===== src/hdl/vsw_pkg.sv =====
package vsw_pkg;

    localparam int DIV_W     = 31;
    localparam int IDX_OUT_W = 10;
    localparam int CNT_OUT_W = 11;
    localparam int NUM_AXES  = 3;

    localparam logic [DIV_W-1:0] MD_RESET = 31'd65536;

    typedef enum logic [2:0] {
        S_IDLE,
        S_FEED,
        S_WAIT,
        S_SCAN,
        S_PUSH
    } t_state;

    typedef struct packed {
        logic valid;
        logic neg;
    } t_cell_ctl;

endpackage


===== src/hdl/vsw_div_cell.sv =====
module vsw_div_cell #(
    parameter int COORD_WIDTH = 32
) (
    input  logic                     i_clk,
    input  logic                     i_rst_n,
    input  logic [vsw_pkg::DIV_W-1:0] i_divisor,
    input  vsw_pkg::t_cell_ctl       i_ctl,
    input  logic [vsw_pkg::DIV_W-1:0] i_rem,
    input  logic [COORD_WIDTH-1:0]   i_mq,
    output vsw_pkg::t_cell_ctl       o_ctl,
    output logic [vsw_pkg::DIV_W-1:0] o_rem,
    output logic [COORD_WIDTH-1:0]   o_mq
);

    vsw_pkg::t_cell_ctl        r_ctl;
    logic [vsw_pkg::DIV_W-1:0] r_rem;
    logic [COORD_WIDTH-1:0]    r_mq;

    logic [vsw_pkg::DIV_W:0]   trial;
    logic [vsw_pkg::DIV_W:0]   diff;
    logic                      ge;
    logic [vsw_pkg::DIV_W-1:0] n_rem;
    logic [COORD_WIDTH-1:0]    n_mq;

    always_comb begin
        trial = {i_rem, i_mq[COORD_WIDTH-1]};
        diff  = trial - {1'b0, i_divisor};
        ge    = (trial >= {1'b0, i_divisor});
        n_rem = ge ? diff[vsw_pkg::DIV_W-1:0] : trial[vsw_pkg::DIV_W-1:0];
        n_mq  = {i_mq[COORD_WIDTH-2:0], ge};
    end

    always_ff @(posedge i_clk) begin
        if (!i_rst_n) begin
            r_ctl <= '0;
        end else begin
            r_ctl <= i_ctl;
        end
    end

    always_ff @(posedge i_clk) begin
        r_rem <= n_rem;
        r_mq  <= n_mq;
    end

    assign o_ctl = r_ctl;
    assign o_rem = r_rem;
    assign o_mq  = r_mq;

endmodule


===== src/hdl/vsw_div_chain.sv =====
module vsw_div_chain #(
    parameter int COORD_WIDTH = 32
) (
    input  logic                     i_clk,
    input  logic                     i_rst_n,
    input  logic [vsw_pkg::DIV_W-1:0] i_divisor,
    input  logic                     i_valid,
    input  logic [COORD_WIDTH-1:0]   i_value,
    output logic                     o_valid,
    output logic [COORD_WIDTH-1:0]   o_key
);

    vsw_pkg::t_cell_ctl        ctl [COORD_WIDTH+1];
    logic [vsw_pkg::DIV_W-1:0] rem [COORD_WIDTH+1];
    logic [COORD_WIDTH-1:0]    mq  [COORD_WIDTH+1];

    logic                      neg_in;
    logic [COORD_WIDTH-1:0]    quo;

    assign neg_in     = i_value[COORD_WIDTH-1];
    assign ctl[0]     = '{valid: i_valid, neg: neg_in};
    assign rem[0]     = '0;
    assign mq[0]      = neg_in ? (~i_value + COORD_WIDTH'(1)) : i_value;

    for (genvar g = 0; g < COORD_WIDTH; g++) begin : g_cell
        vsw_div_cell #(
            .COORD_WIDTH(COORD_WIDTH)
        ) u_cell (
            .i_clk     (i_clk),
            .i_rst_n   (i_rst_n),
            .i_divisor (i_divisor),
            .i_ctl     (ctl[g]),
            .i_rem     (rem[g]),
            .i_mq      (mq[g]),
            .o_ctl     (ctl[g+1]),
            .o_rem     (rem[g+1]),
            .o_mq      (mq[g+1])
        );
    end

    assign quo     = mq[COORD_WIDTH];
    assign o_valid = ctl[COORD_WIDTH].valid;
    assign o_key   = ctl[COORD_WIDTH].neg ? (~quo + COORD_WIDTH'(1)) : quo;

endmodule


===== config.mk =====
export PLATFORM = sky130hd
export DESIGN_NAME = vsw_div_chain
export DESIGN_NICKNAME = d
export VERILOG_FILES = /design/src/hdl/vsw_pkg.sv /design/src/hdl/vsw_div_cell.sv /design/src/hdl/vsw_div_chain.sv
export SDC_FILE = /design/constraint.sdc
export NUM_CORES = 2
export LEC_CHECK = 0
export BUFFER_PORTS_ARGS = -buffer_cell sky130_fd_sc_hd__buf_2
export CORE_ASPECT_RATIO = 1.75
export CORE_MARGIN = 1
export CORE_UTILIZATION = 58
export DETAILED_ROUTE_END_ITERATION = 8
export PLACE_DENSITY = 0.81
export SLEW_MARGIN = 10
export SYNTH_ARGS = -nofsm -noshare
export SYNTH_HDL_FRONTEND = slang
export SYNTH_SLANG_ARGS = --single-unit

===== constraint.sdc =====
create_clock -name i_clk -period 8.57 [get_ports i_clk]
set_input_delay 0.4285 -clock i_clk [delete_from_list [all_inputs] [get_ports i_clk]]
set_output_delay 0.4285 -clock i_clk [all_outputs]
set_load 0.05 [all_outputs]

==> results.md <==
- Outcome: complete, no violations
- Vias per cell: 6.06
- Post-synth net total: 11500
- IO Count: 99
- Largest net degree at the start of global routing: 65
- Vias in the first global route: 79700
- Slew headroom: 15.4%
- Post-synth ARST share: 0%
- FF-to-FF setup slack: 3.74 ns
- FF-to-FF path depth: 15
- 1st-pass router iterations: 7
- Kind of critical path: in -> reg
- Hold depth: 3
- First-pass GRT wire length: 425000 µm
- Gate count of the mapped netlist: 10400
- Critical path fanouts, max: 17
- Top post-synthesis cells by area: dfxtp_1 42%, ha_1 12%, xnor2_1 4.9%, a21oi_1 4.7%, a21o_1 4.1%
- EDFF count, synth: 0
- Worst Setup SP: i_value[15]
- Setup violators final: 0
- Max cap viols: 0
- Pwr dens: 271 nW/µm²
- Logic pwr share: 31.1%
- Final Hold Fails: 0
- Gpl congestion: 0.977
- Max incr delay on CP: 0.62 ns
- Drc violations: 0
- Critical Path Start Type: primary input
- Starting Density: 58.3%
- Layout cells sized above 1: 8.57%
- Critical Path RT: 9.34 ns
- Clock buffer depth: 4
- FMAX: 204 MHz
- Final wirelength: 277000 µm
- CP Capture Type: register
- Post-route insts no fill: 13000
- Peak supply drop: 0.000235 V
- Clock power frac: 30.0%
- Sw power: 9.73 mW
- Gr usage total: 31.4%
- Worst min path class: in -> reg
- Post-route cell area: 109000 µm²
- Die area: 172000 µm²
- Top FF cell, synth: dfxtp_1
- Clock root buffer: clkbuf_16
- Initial antenna violation count: 8
- Core Area: 169000 µm²
- Clock buffer count from CTS: 188
- Placed cells: 12600
- WL/cell: 21.3 µm
- Worst Hold Path EP: g_cell[0].u_cell.o_mq[24]
- Critical-path top delay cell: or4_1
- Synth top area share: 41.5%
- Worst-Margin Slew: 1.27 ns
- Max-slew violation count: 0
- Number of port buffers: 98
- Synth warnings: 0
- H-tree levels: 4
- Switching part of the total: 32.9%
- Gr ovfl total: 0
- PostCTS Resize Cnt: 0
- RSZ-0062 raised after global routing: no
- Cell accounting for the most synthesized area: dfxtp_1
- Cells along the critical path: dlygate4sd3_1 > buf_2 > or4_1 > nor4_1 > nand2b_1 > or3_1 > nand4bb_1 > ha_1 > inv_1 > o211a_1 > nand4_1 > buf_4 > nor2_1 > mux2i_1
- Post-synthesis register bit count: 2049
- Synth cell types: 97
- Leak Pwr: 49.5 nW
- Sum Neg Setup Slack: 0 ns
- Die outline height: 548 µm
- CTS tree: built
- Seq/Total Area, Yosys: 41.5%
- Total number of vias: 78700
- Most common cell after layout, fill and taps aside: dfxtp_1
- Final #Nets: 11700
- Layout filler cell count: 13600
- Part of the power in registers: 38.9%
- Dpl hpwl: 201000 µm
- Clock-pin slew on the worst setup and hold paths: 0.07 ns
- Crit path time final: 4.90 ns
- Syn avg cell area: 9.46 µm²
- Die width: 314 µm
- Initial drt markers: 4723
- Final ANT Viol Nets: 0
- Placed Area: 102000 µm²
- Cell Area, Synth: 98800 µm²
- Worst-skew pair later-pin latency: 0.88 ns
- Layout area overhead: 10.2%
- Worst Path Arrival: 5.66 ns
- Min-delay src: i_value[31]
- Reg2reg start: g_cell[5].u_cell.o_mq[31]
- CP top delay family: simple AND/OR/NAND/NOR gates
- Clock skew: 0.0921 ns
- Rows: 200
- Cell internal pwr: 19.8 mW
- Final period util: 57.1%
- WP buf/inv: 4
- RR Endpoint: g_cell[6].u_cell.o_rem[17]
- Commonest non-fill, non-tap cells in the layout: 2049 x dfxtp_1, 965 x ha_1, 918 x a21oi_1
- Sink Count: 2049
cell families (layout without fill, tap and decap cells):
group	Yosys count	in the layout	synth area share, %
compound gates	3126	3126	19.9
xor+xnor	857	857	7.60
fa+ha+maj	995	995	12.8
buf+inv	589	893	2.30
flops	2049	2049	41.5
mux	330	330	3.84
other cells	0	14	0
simple gates	2496	2496	12.0
worst max path at each step:
| stage | endpoint | slack (ns) | cells after the start |
|---|---|---|---|
| after floorplan | g_cell[10].u_cell.o_rem[29] | 3.50 | 12 |
| after global placement | g_cell[29].u_cell.o_rem[21] | 3.24 | 15 |
| after global routing | g_cell[0].u_cell.o_rem[0] | 3.49 | 14 |
| after detailed placement | g_cell[29].u_cell.o_rem[21] | 3.18 | 15 |
| after CTS | g_cell[0].u_cell.o_rem[0] | 3.92 | 14 |
| final | g_cell[0].u_cell.o_rem[0] | 3.67 | 14 |
power by group through the flow:
stage / sequential [mW] / clock [mW] / combinational, mW
after floorplan: 11.3 / 0 / 7.16
after global placement: 11.7 / 0 / 8.75
after detailed placement: 11.7 / 0 / 8.99
after CTS: 11.5 / 8.99 / 9.09
after global routing: 11.6 / 9.37 / 10.1
final: 11.5 / 8.85 / 9.20
flip-flops by register name, indices dropped and copies added (netlist names):
| register | flops |
|---|---|
| g_cell.u_cell.o_ctl | 64 |
| g_cell.u_cell.o_rem | 961 |
| g_cell.u_cell.o_mq | 1024 |
cells in the mapped netlist (147+ instances only):
master,number
a21o_1,533
a21oi_1,920
clkbuf_1,203
dfxtp_1,2049
ha_1,965
inv_1,338
mux2_2,279
nand2_1,812
nand3_1,153
nor2_1,614
nor3_1,156
o21ai_0,771
o21bai_1,147
xnor2_1,556
xor2_1,301
repair_timing:
item	CTS	global route
buffers inserted	0	0
endpoints found under the hold margin	32	1
hold buffers	39	1
metal layers:
layer	routed length, µm	vias up	global-route usage (%)	share of wire, %
met1	95600	37000	30.5	35
met3	14400	1205	4.98	5.2
li1	-	37900	-	-
met2	138000	2588	56.9	50
met4	28100	6	28.0	10
met5	40	-	0	0.014
worst min-delay path: cells and delay by family:
kind                      cells  cell delay [ns]
xor gates and xnor gates      1             0.06
buffers and inverters         1             0.31
and+or+nand+nor               1             0.16
cell type report:
class	instances	area [µm²]	area share, %
multi-input combinational	7804	55700	51.2
tap	2222	2780	2.55
sequential	2049	41000	37.7
timing repair buffer	219	1510	1.39
inverter	340	1280	1.17
clock buffer	238	5170	4.75
antenna	14	35.0	0.0322
clock inverter	96	1340	1.23
per-stage QoR:
step / total power [mW] / utilization, % / worst slack [ns] / hold WS, ns
after floorplan: 18.4 / - / 3.50 / 0.310
after global placement: 20.4 / 60.2 / 3.24 / 0.309
after detailed placement: 20.7 / 60.2 / 3.18 / 0.312
after CTS: 29.6 / 64.2 / 3.92 / 0.0149
after global routing: 31.1 / 64.2 / 3.49 / 0.142
final: 29.5 / 64.3 / 3.67 / 0.143
(Power assumes the default switching activity.)
